<file path="src/rtl/teg_pkg.sv">
// Shared types and constants for the text encoding guesser.
package teg_pkg;

  localparam int NUM_ENC = 6;
  localparam int ENC_W   = 3;
  localparam int SCORE_W = 30;

  localparam logic [ENC_W-1:0] E_ASCII  = 3'd0;
  localparam logic [ENC_W-1:0] E_UTF8   = 3'd1;
  localparam logic [ENC_W-1:0] E_BINARY = 3'd2;
  localparam logic [ENC_W-1:0] E_JIS    = 3'd3;
  localparam logic [ENC_W-1:0] E_EUCJP  = 3'd4;
  localparam logic [ENC_W-1:0] E_SJIS   = 3'd5;

  localparam logic [2:0] R_MW_ASCII  = 3'd0;
  localparam logic [2:0] R_MW_UTF8   = 3'd1;
  localparam logic [2:0] R_MW_BINARY = 3'd2;
  localparam logic [2:0] R_MW_JIS    = 3'd3;
  localparam logic [2:0] R_MW_EUCJP  = 3'd4;
  localparam logic [2:0] R_MW_SJIS   = 3'd5;
  localparam logic [2:0] R_UW_JIS    = 3'd6;
  localparam logic [2:0] R_UW_OTHERS = 3'd7;

  localparam logic [29:0] SCORE_CAP = 30'd999999999;

  // Commands from controller to datapath
  typedef struct packed {
    logic       track;     // update trackers with the input beat
    logic       load_enc;  // load numerator/denominator of encoding enc_idx
    logic       div_step;  // one quotient bit
    logic       finish;    // compare score, update best
    logic       clear;     // clear stream state and best
    logic [2:0] enc_idx;
  } teg_cmd_t;

  // Status from datapath to controller
  typedef struct packed {
    logic div_done;
  } teg_sts_t;

endpackage

</file>
<file path="src/rtl/teg_datapath.sv">
// Byte trackers, counters, serial divider and best-score selection.
module teg_datapath
  import teg_pkg::*;
#(
  parameter int MAX_BYTES = 65536
) (
  input  logic               clk,
  input  logic               rst_n,
  input  logic               cfg_wr_en,
  input  logic [2:0]         cfg_index,
  input  logic [15:0]        cfg_wdata,
  input  logic [7:0]         data_byte,
  input  teg_cmd_t           cmd,
  output teg_sts_t           sts,
  output logic [ENC_W-1:0]   best_enc,
  output logic [SCORE_W-1:0] best_score
);

  // Counts never exceed the number of bytes examined
  localparam int CNT_W = $clog2(MAX_BYTES + 1);
  localparam int NUM_W = CNT_W + 16;
  localparam int DEN_W = CNT_W + 8;
  localparam int QW    = NUM_W;
  localparam int STEP_W = $clog2(QW + 1);
  localparam logic [CNT_W-1:0] MAXB = CNT_W'(MAX_BYTES);

  // Configuration registers
  logic [15:0] mw_r [NUM_ENC];
  logic [7:0]  uw_jis_r, uw_oth_r;

  always_ff @(posedge clk) begin
    if (!rst_n) begin
      mw_r[0] <= 16'd10;    mw_r[1] <= 16'd100;   mw_r[2] <= 16'd10000;
      mw_r[3] <= 16'd30000; mw_r[4] <= 16'd100;   mw_r[5] <= 16'd100;
      uw_jis_r <= 8'd1;
      uw_oth_r <= 8'd10;
    end else if (cfg_wr_en) begin
      unique case (cfg_index)
        R_MW_ASCII:  mw_r[0] <= cfg_wdata;
        R_MW_UTF8:   mw_r[1] <= cfg_wdata;
        R_MW_BINARY: mw_r[2] <= cfg_wdata;
        R_MW_JIS:    mw_r[3] <= cfg_wdata;
        R_MW_EUCJP:  mw_r[4] <= cfg_wdata;
        R_MW_SJIS:   mw_r[5] <= cfg_wdata;
        R_UW_JIS:    uw_jis_r <= cfg_wdata[7:0];
        R_UW_OTHERS: uw_oth_r <= cfg_wdata[7:0];
        default: ;
      endcase
    end
  end

  // Tracker state
  logic [1:0] jis_r, jis_nxt, euc_r, euc_nxt;
  logic       sjis_r, sjis_nxt;
  logic [2:0] urem_r, urem_nxt, ulen_r, ulen_nxt;
  logic [CNT_W-1:0] mc_r [NUM_ENC];
  logic [CNT_W-1:0] uc_r [NUM_ENC];
  logic [CNT_W-1:0] mc_nxt [NUM_ENC];
  logic [CNT_W-1:0] uc_nxt [NUM_ENC];
  logic [CNT_W-1:0] seen_r;

  logic [7:0] b;
  logic is_bin, ok;
  logic [2:0] len, rem_dec;
  assign b = data_byte;

  always_comb begin
    jis_nxt = jis_r; euc_nxt = euc_r; sjis_nxt = sjis_r;
    urem_nxt = urem_r; ulen_nxt = ulen_r;
    for (int i = 0; i < NUM_ENC; i++) begin
      mc_nxt[i] = mc_r[i];
      uc_nxt[i] = uc_r[i];
    end
    is_bin = (b <= 8'h06) || (b == 8'h08) || (b == 8'h0b) ||
             (b >= 8'h0e && b <= 8'h1a) || (b >= 8'h1c && b <= 8'h1f) || (b == 8'h7f);
    ok = 1'b0; len = 3'd0; rem_dec = urem_r - 3'd1;
    // byte classes
    if (is_bin) begin
      mc_nxt[E_BINARY] = mc_r[E_BINARY] + 1'b1;
      uc_nxt[E_ASCII]  = uc_r[E_ASCII] + 1'b1;
    end else if (b < 8'h80) begin
      mc_nxt[E_ASCII]  = mc_r[E_ASCII] + 1'b1;
      uc_nxt[E_BINARY] = uc_r[E_BINARY] + 1'b1;
    end else begin
      uc_nxt[E_ASCII]  = uc_r[E_ASCII] + 1'b1;
      uc_nxt[E_BINARY] = uc_r[E_BINARY] + 1'b1;
    end
    // JIS escape
    case (jis_r)
      2'd0: if (b == 8'h1b) jis_nxt = 2'd1;
      2'd1: begin
        if (b == 8'h24) jis_nxt = 2'd2;
        else if (b == 8'h28) jis_nxt = 2'd3;
        else begin
          jis_nxt = 2'd0;
          uc_nxt[E_JIS] = uc_r[E_JIS] + CNT_W'(2);
        end
      end
      default: begin
        jis_nxt = 2'd0;
        if (b == 8'h42) mc_nxt[E_JIS] = mc_r[E_JIS] + CNT_W'(3);
        else            uc_nxt[E_JIS] = uc_r[E_JIS] + CNT_W'(3);
      end
    endcase
    // EUC-JP
    if (euc_r == 2'd0) begin
      if (b == 8'h8e) euc_nxt = 2'd1;
      else if (b >= 8'ha1 && b <= 8'hfe) euc_nxt = 2'd2;
    end else begin
      ok = (euc_r == 2'd1) ? (b >= 8'ha0 && b <= 8'hdf) : (b >= 8'ha1 && b <= 8'hfe);
      euc_nxt = 2'd0;
      if (ok) mc_nxt[E_EUCJP] = mc_r[E_EUCJP] + CNT_W'(2);
      else    uc_nxt[E_EUCJP] = uc_r[E_EUCJP] + CNT_W'(2);
    end
    // Shift-JIS
    if (!sjis_r) begin
      if ((b >= 8'h81 && b <= 8'h9f) || (b >= 8'he0 && b <= 8'hfc)) sjis_nxt = 1'b1;
    end else begin
      sjis_nxt = 1'b0;
      if ((b >= 8'h40 && b <= 8'h7e) || (b >= 8'h80 && b <= 8'hfc))
        mc_nxt[E_SJIS] = mc_r[E_SJIS] + CNT_W'(2);
      else
        uc_nxt[E_SJIS] = uc_r[E_SJIS] + CNT_W'(2);
    end
    // UTF-8
    if (urem_r == 3'd0) begin
      if (b >= 8'hc0 && b <= 8'hdf) len = 3'd2;
      else if (b >= 8'he0 && b <= 8'hef) len = 3'd3;
      else if (b >= 8'hf0 && b <= 8'hf7) len = 3'd4;
      else if (b >= 8'hf8 && b <= 8'hfb) len = 3'd5;
      else if (b >= 8'hfc && b <= 8'hfd) len = 3'd6;
      if (len != 3'd0) begin
        ulen_nxt = len;
        urem_nxt = len - 3'd1;
      end
    end else begin
      urem_nxt = rem_dec;
      if (b >= 8'h80 && b <= 8'hbf) begin
        if (rem_dec == 3'd0) begin
          mc_nxt[E_UTF8] = mc_r[E_UTF8] + CNT_W'(ulen_r);
          ulen_nxt = 3'd0;
        end
      end else begin
        uc_nxt[E_UTF8] = uc_r[E_UTF8] + CNT_W'(ulen_r - rem_dec);
        urem_nxt = 3'd0;
        ulen_nxt = 3'd0;
      end
    end
  end

  always_ff @(posedge clk) begin
    if (!rst_n || cmd.clear) begin
      jis_r <= '0; euc_r <= '0; sjis_r <= 1'b0; urem_r <= '0; ulen_r <= '0;
      seen_r <= '0;
      for (int i = 0; i < NUM_ENC; i++) begin
        mc_r[i] <= '0;
        uc_r[i] <= '0;
      end
    end else if (cmd.track && seen_r < MAXB) begin
      seen_r <= seen_r + 1'b1;
      jis_r <= jis_nxt; euc_r <= euc_nxt; sjis_r <= sjis_nxt;
      urem_r <= urem_nxt; ulen_r <= ulen_nxt;
      for (int i = 0; i < NUM_ENC; i++) begin
        mc_r[i] <= mc_nxt[i];
        uc_r[i] <= uc_nxt[i];
      end
    end
  end

  // Score stage: multiply, then restoring division one bit a cycle
  logic [NUM_W-1:0] num_r, rem_r;
  logic [DEN_W-1:0] den_r;
  logic [QW-1:0]    quo_r;
  logic [STEP_W-1:0] step_r;
  logic [DEN_W-1:0] den_raw;
  logic [7:0]       uw_sel;
  logic [NUM_W:0]   trial;
  logic [NUM_W-1:0] shifted;
  logic [SCORE_W-1:0] score;

  assign uw_sel  = (cmd.enc_idx == E_JIS) ? uw_jis_r : uw_oth_r;
  assign den_raw = uc_r[cmd.enc_idx] * uw_sel;
  assign shifted = {rem_r[NUM_W-2:0], num_r[NUM_W-1]};
  assign trial   = {1'b0, shifted} - {{(NUM_W + 1 - DEN_W){1'b0}}, den_r};
  assign sts.div_done = (step_r == STEP_W'(QW));
  assign score = (quo_r > QW'(SCORE_CAP)) ? SCORE_CAP : quo_r[SCORE_W-1:0];

  always_ff @(posedge clk) begin
    if (cmd.load_enc) begin
      num_r  <= mc_r[cmd.enc_idx] * mw_r[cmd.enc_idx];
      den_r  <= (den_raw == '0) ? DEN_W'(1) : den_raw;
      rem_r  <= '0;
      quo_r  <= '0;
      step_r <= '0;
    end else if (cmd.div_step) begin
      num_r  <= {num_r[NUM_W-2:0], 1'b0};
      step_r <= step_r + 1'b1;
      if (!trial[NUM_W]) begin
        rem_r <= trial[NUM_W-1:0];
        quo_r <= {quo_r[QW-2:0], 1'b1};
      end else begin
        rem_r <= shifted;
        quo_r <= {quo_r[QW-2:0], 1'b0};
      end
    end
  end

  // Best so far, first strict maximum wins
  always_ff @(posedge clk) begin
    if (!rst_n || cmd.clear) begin
      best_enc   <= E_ASCII;
      best_score <= '0;
    end else if (cmd.finish && score > best_score) begin
      best_enc   <= cmd.enc_idx;
      best_score <= score;
    end
  end

endmodule

</file>
<file path="src/rtl/teg_ctrl.sv">
// Controller: byte intake, per-encoding score sequence and output register.
module teg_ctrl
  import teg_pkg::*;
(
  input  logic     clk,
  input  logic     rst_n,
  input  logic     in_tvalid,
  output logic     in_tready,
  input  logic     in_tlast,
  output logic     out_tvalid,
  input  logic     out_tready,
  output teg_cmd_t cmd,
  input  teg_sts_t sts
);

  typedef enum logic [4:0] {
    S_RUN   = 5'b00001,
    S_LOAD  = 5'b00010,
    S_DIV   = 5'b00100,
    S_NEXT  = 5'b01000,
    S_OUT   = 5'b10000
  } state_t;

  state_t     state_r, state_nxt;
  logic [2:0] idx_r, idx_nxt;
  logic       acc;

  assign in_tready  = (state_r == S_RUN);
  assign out_tvalid = (state_r == S_OUT);
  assign acc        = in_tvalid && in_tready;

  always_comb begin
    state_nxt = state_r;
    idx_nxt   = idx_r;
    cmd       = '0;
    cmd.enc_idx = idx_r;
    unique case (state_r)
      S_RUN: begin
        cmd.track = acc;
        if (acc && in_tlast) begin
          state_nxt = S_LOAD;
          idx_nxt   = E_ASCII;
        end
      end
      S_LOAD: begin
        cmd.load_enc = 1'b1;
        state_nxt    = S_DIV;
      end
      S_DIV: begin
        if (sts.div_done) state_nxt = S_NEXT;
        else cmd.div_step = 1'b1;
      end
      S_NEXT: begin
        cmd.finish = 1'b1;
        if (idx_r == E_SJIS) state_nxt = S_OUT;
        else begin
          idx_nxt   = idx_r + 3'd1;
          state_nxt = S_LOAD;
        end
      end
      S_OUT: begin
        if (out_tready) begin
          cmd.clear = 1'b1;
          state_nxt = S_RUN;
        end
      end
      default: state_nxt = S_RUN;
    endcase
  end

  always_ff @(posedge clk) begin
    if (!rst_n) begin
      state_r <= S_RUN;
      idx_r   <= '0;
    end else begin
      state_r <= state_nxt;
      idx_r   <= idx_nxt;
    end
  end

endmodule

</file>
<file path="src/rtl/text_encoding_guesser_top.sv">
// Text encoding guesser: one byte per cycle while in_tready is high, result after the last byte.
// Throughput: one byte a cycle while a stream runs.
// After the last byte, the bit-serial divider, shared by the six encodings, scores
// each encoding in turn; no bytes are taken then.
// Reset (rst_n low, synchronous) restores default weights, clears all counts.
module text_encoding_guesser_top
  import teg_pkg::*;
#(
  parameter int MAX_BYTES = 65536
) (
  input  logic        clk,
  input  logic        rst_n,
  input  logic        cfg_wr_en,
  input  logic [2:0]  cfg_index,
  input  logic [15:0] cfg_wdata,
  input  logic        in_tvalid,
  output logic        in_tready,
  input  logic [7:0]  in_tdata,   // data_byte
  input  logic        in_tlast,   // final_byte
  output logic        out_tvalid,
  input  logic        out_tready,
  output logic [39:0] out_tdata   // encoding[2:0], best_score[32:3], zero pad
);

  teg_cmd_t cmd;
  teg_sts_t sts;
  logic [ENC_W-1:0]   enc;
  logic [SCORE_W-1:0] score;

  teg_ctrl u_ctrl (
    .clk, .rst_n, .in_tvalid, .in_tready, .in_tlast,
    .out_tvalid, .out_tready, .cmd, .sts
  );

  teg_datapath #(.MAX_BYTES(MAX_BYTES)) u_dp (
    .clk, .rst_n, .cfg_wr_en, .cfg_index, .cfg_wdata,
    .data_byte(in_tdata), .cmd, .sts, .best_enc(enc), .best_score(score)
  );

  assign out_tdata = {7'd0, score, enc};

endmodule

</file>
<file path="config.mk">
export PLATFORM = sky130hd
export DESIGN_NAME = text_encoding_guesser_top
export DESIGN_NICKNAME = d
export VERILOG_FILES = /design/src/rtl/teg_pkg.sv /design/src/rtl/teg_datapath.sv /design/src/rtl/teg_ctrl.sv /design/src/rtl/text_encoding_guesser_top.sv
export SDC_FILE = /design/constraint.sdc
export NUM_CORES = 2
export LEC_CHECK = 0
export BUFFER_PORTS_ARGS = -buffer_cell sky130_fd_sc_hd__buf_2
export CAP_MARGIN = 5
export CORE_ASPECT_RATIO = 0.75
export CORE_MARGIN = 2
export CORE_UTILIZATION = 61
export CTS_BUF_LIST = sky130_fd_sc_hd__clkbuf_2
export CTS_CLUSTER_DIAMETER = 200
export DETAILED_ROUTE_END_ITERATION = 6
export GPL_TIMING_DRIVEN = 0
export HOLD_SLACK_MARGIN = 0.08
export PLACE_DENSITY = 0.78
export SLEW_MARGIN = 20
export SYNTH_ARGS = -nofsm -noshare
export SYNTH_HDL_FRONTEND = slang
export SYNTH_SLANG_ARGS = --single-unit
</file>
<file path="constraint.sdc">
create_clock -name clk -period 19 [get_ports clk]
set_clock_uncertainty 0.1 [all_clocks]
set_input_delay 0.95 -clock clk [delete_from_list [all_inputs] [get_ports clk]]
set_output_delay 0.95 -clock clk [all_outputs]
set_load 0.01 [all_outputs]
</file>
==> results.py <==
metrics = {
    "run_status": {
        "outcome": "finished, final reports clean",
    },
    "synthesis": {
        "synth_edf_count": 354,
        "synth_seq_area_share": 0.341,
        "ys_ff_latch": 513,
        "ys_dominant_reg_cell": "edfxtp_1",
        "synthCells": 4278,
        "netlist_area_um2": 40500,
        "yosysWarningCount": 0,
        "synth_top_area_frac": 0.263,
        "netlist_top_cells_area": "edfxtp_1, fa_1, dfxtp_1",
        "async_reset_ff_frac": 0,
        "syn_area_per_cell_um2": 9.46,
        "yosysTopAreaCell": "edfxtp_1",
        "yosysUniqueCellTypes": 78,
    },
    "critical_path": {
        "crit_type": "reg2reg",
        "crit_slowest_cell": "a21oi_1",
        "critPathCaptureType": "register",
        "start_kind": "register",
        "worstPathRequired_ps": 19950,
        "cp_slowest_stage_delay_ps": 920,
        "cpMostUsedCell": "fa_1",
        "worstPathArrival_ps": 12070,
        "crit_fanout": 10,
    },
    "cts": {
        "cts_sinks": 513,
        "insertion_delay_ps": 1360,
        "cts_hold_buf": 21,
        "root_buffer": "clkbuf_2",
        "clk_pin_slew_ps": 120,
        "htreeDepth": 3,
        "cts_setup_buffers": 0,
        "cts_buffers": 121,
        "cts_resized": 0,
        "ctsLongestPathBuffers": 3,
        "cts_tree": "built",
    },
    "routing": {
        "drc": 0,
        "drt_iter0_markers": 3526,
        "routed_wl_mm": 110,
        "vias": 32689,
        "wire_per_inst_um": 20.1,
        "firstDrtPassIters": 6,
        "final_antenna_net_count": 0,
        "viasPerCell": 5.96,
    },
    "min_path": {
        "hold_path_class": "in2reg",
    },
    "timing": {
        "tns_ps": 0,
        "hold_viol_final": 0,
        "period_needed_ps": 11130,
        "worst_pin_slew_ps": 1170,
        "report.final.slew_viol_count": 0,
        "slew_headroom": 0.221,
        "max_freq_ghz": 0.0899,
        "timing.hold.ws_ps": 150,
        "min_period_over_period": 0.586,
        "rsz0062_at_grt": "false",
        "finalSetupViolations": 0,
    },
    "job": {
        "max_cap_violations": 0,
    },
    "pwr": {
        "p_leak_nw": 18.6,
        "max-vdd-ir-drop_mv": 0.671,
        "powerDensity_nw_per_um2": 138,
    },
    "floorplanning": {
        "die_x_um": 301,
        "initial_core_util": 0.619,
        "core-area_um2": 65400,
        "row_count": 81,
        "io_pins": 75,
        "die_y_um": 227,
        "die_area_um2": 68400,
    },
    "grt": {
        "grt_usage": 0.329,
        "grt_max_degree": 34,
        "grt_pass1_vias": 32121,
        "antenna_found_initial": 5,
        "gr-total-overflow": 0,
        "grt_pass1_wl_mm": 174,
    },
    "placed_design": {
        "hpwlAfterDp_mm": 84.0,
        "numPortBuffers": 63,
        "globalplace.congestion": 1.00,
    },
    "cells_and_area": {
        "fin_util": 0.666,
        "area_growth_pct": 7.57,
        "drive_gt1_frac": 0.0888,
        "layout.nets": 5091,
    },
}
[critical path, delay by kind of cell (launching register included)]
| kind | cells | cell delay (ps) |
|---|---|---|
| adders and majority gates | 7 | 3570 |
| DFF | 1 | 340 |
| muxes | 1 | 380 |
| xor gates and xnor gates | 1 | 190 |
| AOI/OAI and AO/OA | 8 | 2780 |
| and+or+nand+nor | 4 | 630 |
| buffers and inverters | 7 | 2770 |
[cells in the final DEF (no fill, tap or decap), drive strengths merged, types with 7 or more instances in the layout]
cell,count
inv,487
or3,34
nand2,460
o31ai,18
o21a,11
nor3,37
conb,7
ha,250
dfxtp,159
a21o,65
fa,302
clkinv,43
o21bai,8
o21ai,168
a32oi,10
and2,106
and4,12
nand3,155
a21oi,153
nor4,15
nor2,574
buf,113
nand4,34
mux2i,66
xnor2,119
edfxtp,354
xor2,135
a21boi,19
nor2b,34
or2,36
a211oi,33
clkbuf,306
a31o,7
dlygate4sd3,21
mux4,49
and3,64
a31oi,15
nand2b,46
[flip-flops by register name, summed over array words and instances (netlist names), named ones only]
register,count
u_ctrl.idx_r,3
u_ctrl.state_r,5
u_dp.best_enc,3
u_dp.best_score,30
u_dp.den_r,25
u_dp.euc_r,2
u_dp.jis_r,2
u_dp.mc_r,100
u_dp.mw_r,96
u_dp.num_r,33
u_dp.quo_r,33
u_dp.rem_r,32
u_dp.seen_r,17
u_dp.sjis_r,1
u_dp.step_r,6
u_dp.uc_r,100
u_dp.ulen_r,3
u_dp.urem_r,3
u_dp.uw_jis_r,8
u_dp.uw_oth_r,8
[report_power, final]
part / internal (W) / switching [W]
Clock: 0.000267 / 0.000495
Combinational: 0.00153 / 0.00223
Sequential: 0.00136 / 0.000120
Total: 0.00316 / 0.00285
[final timing paths]
path	startpoint	endpoint	slack [ps]	cells past startpoint
worst min register to register	u_dp.quo_r[28]$_SDFFE_PP0P_	u_dp.quo_r[29]$_SDFFE_PP0P_	290	2
worst max register to register	register	u_dp.num_r[30]$_DFFE_PP_	7870	28
worst min-delay path	in_tdata[4]	u_dp.jis_r[0]$_SDFFE_PP0P_	150	5
worst max-delay path	register	u_dp.num_r[30]$_DFFE_PP_	7870	28
[metrics by stage]
step	instance area, µm²	std cells	setup slack (ps)	power, W
after floorplan	40500	4284	10460	0.00427
after global placement	41900	5218	8360	0.00509
after detailed placement	42200	5233	8160	0.00522
after CTS	43500	5475	8060	0.00599
after global routing	43500	5479	7510	0.00660
final	43500	5481	7870	0.00601
[cell type report]
type | instances | area [µm²]
clock inverters | 47 | 238
clock buffers | 174 | 871
multi-input cells | 3120 | 24300
repair buffers | 99 | 723
fillers | 5251 | 21800
diodes | 6 | 15.0
inverters | 484 | 1820
plain buffers | 167 | 666
flip-flops and latches | 513 | 13800
well taps | 871 | 1090
[kinds of logic (layout without fill, tap and decap cells)]
group                    after synthesis  count (layout)  share of synthesized area
AO/OA/AOI/OAI                        561             561                     0.0867
adder cells (fa/ha/maj)              552             552                      0.227
other                                  1              13                  0.0000927
multiplexers                         120             120                     0.0450
buffers and inverters                651             971                     0.0613
flip-flops                           513             513                      0.341
XOR/XNOR                             254             254                     0.0550
AND/OR/NAND/NOR                     1626            1626                      0.184
[layer usage]
metal | up-vias | track usage | wire length (µm)
met4 | 4 | 0.104 | 3220
li1 | 14866 | - | -
met3 | 249 | 0.0822 | 13300
met2 | 1766 | 0.495 | 47500
met1 | 15804 | 0.471 | 46200
met5 | - | 0 | 26
[cell usage after synthesis, types with 35 or more instances]
cell      instances
nand2b_1         46
or2_2            35
o21ai_0         153
clkbuf_1        131
mux2i_1          66
and3_1           64
nor3_1           37
nor2_1          574
inv_1           483
ha_1            250
dfxtp_1         159
a21o_1           65
fa_1            302
a21oi_1         153
nand3_1         154
mux4_2           49
edfxtp_1        354
xor2_1          135
nand2_1         460
and2_1          106
xnor2_1         119
(Power assumes the default switching activity.)
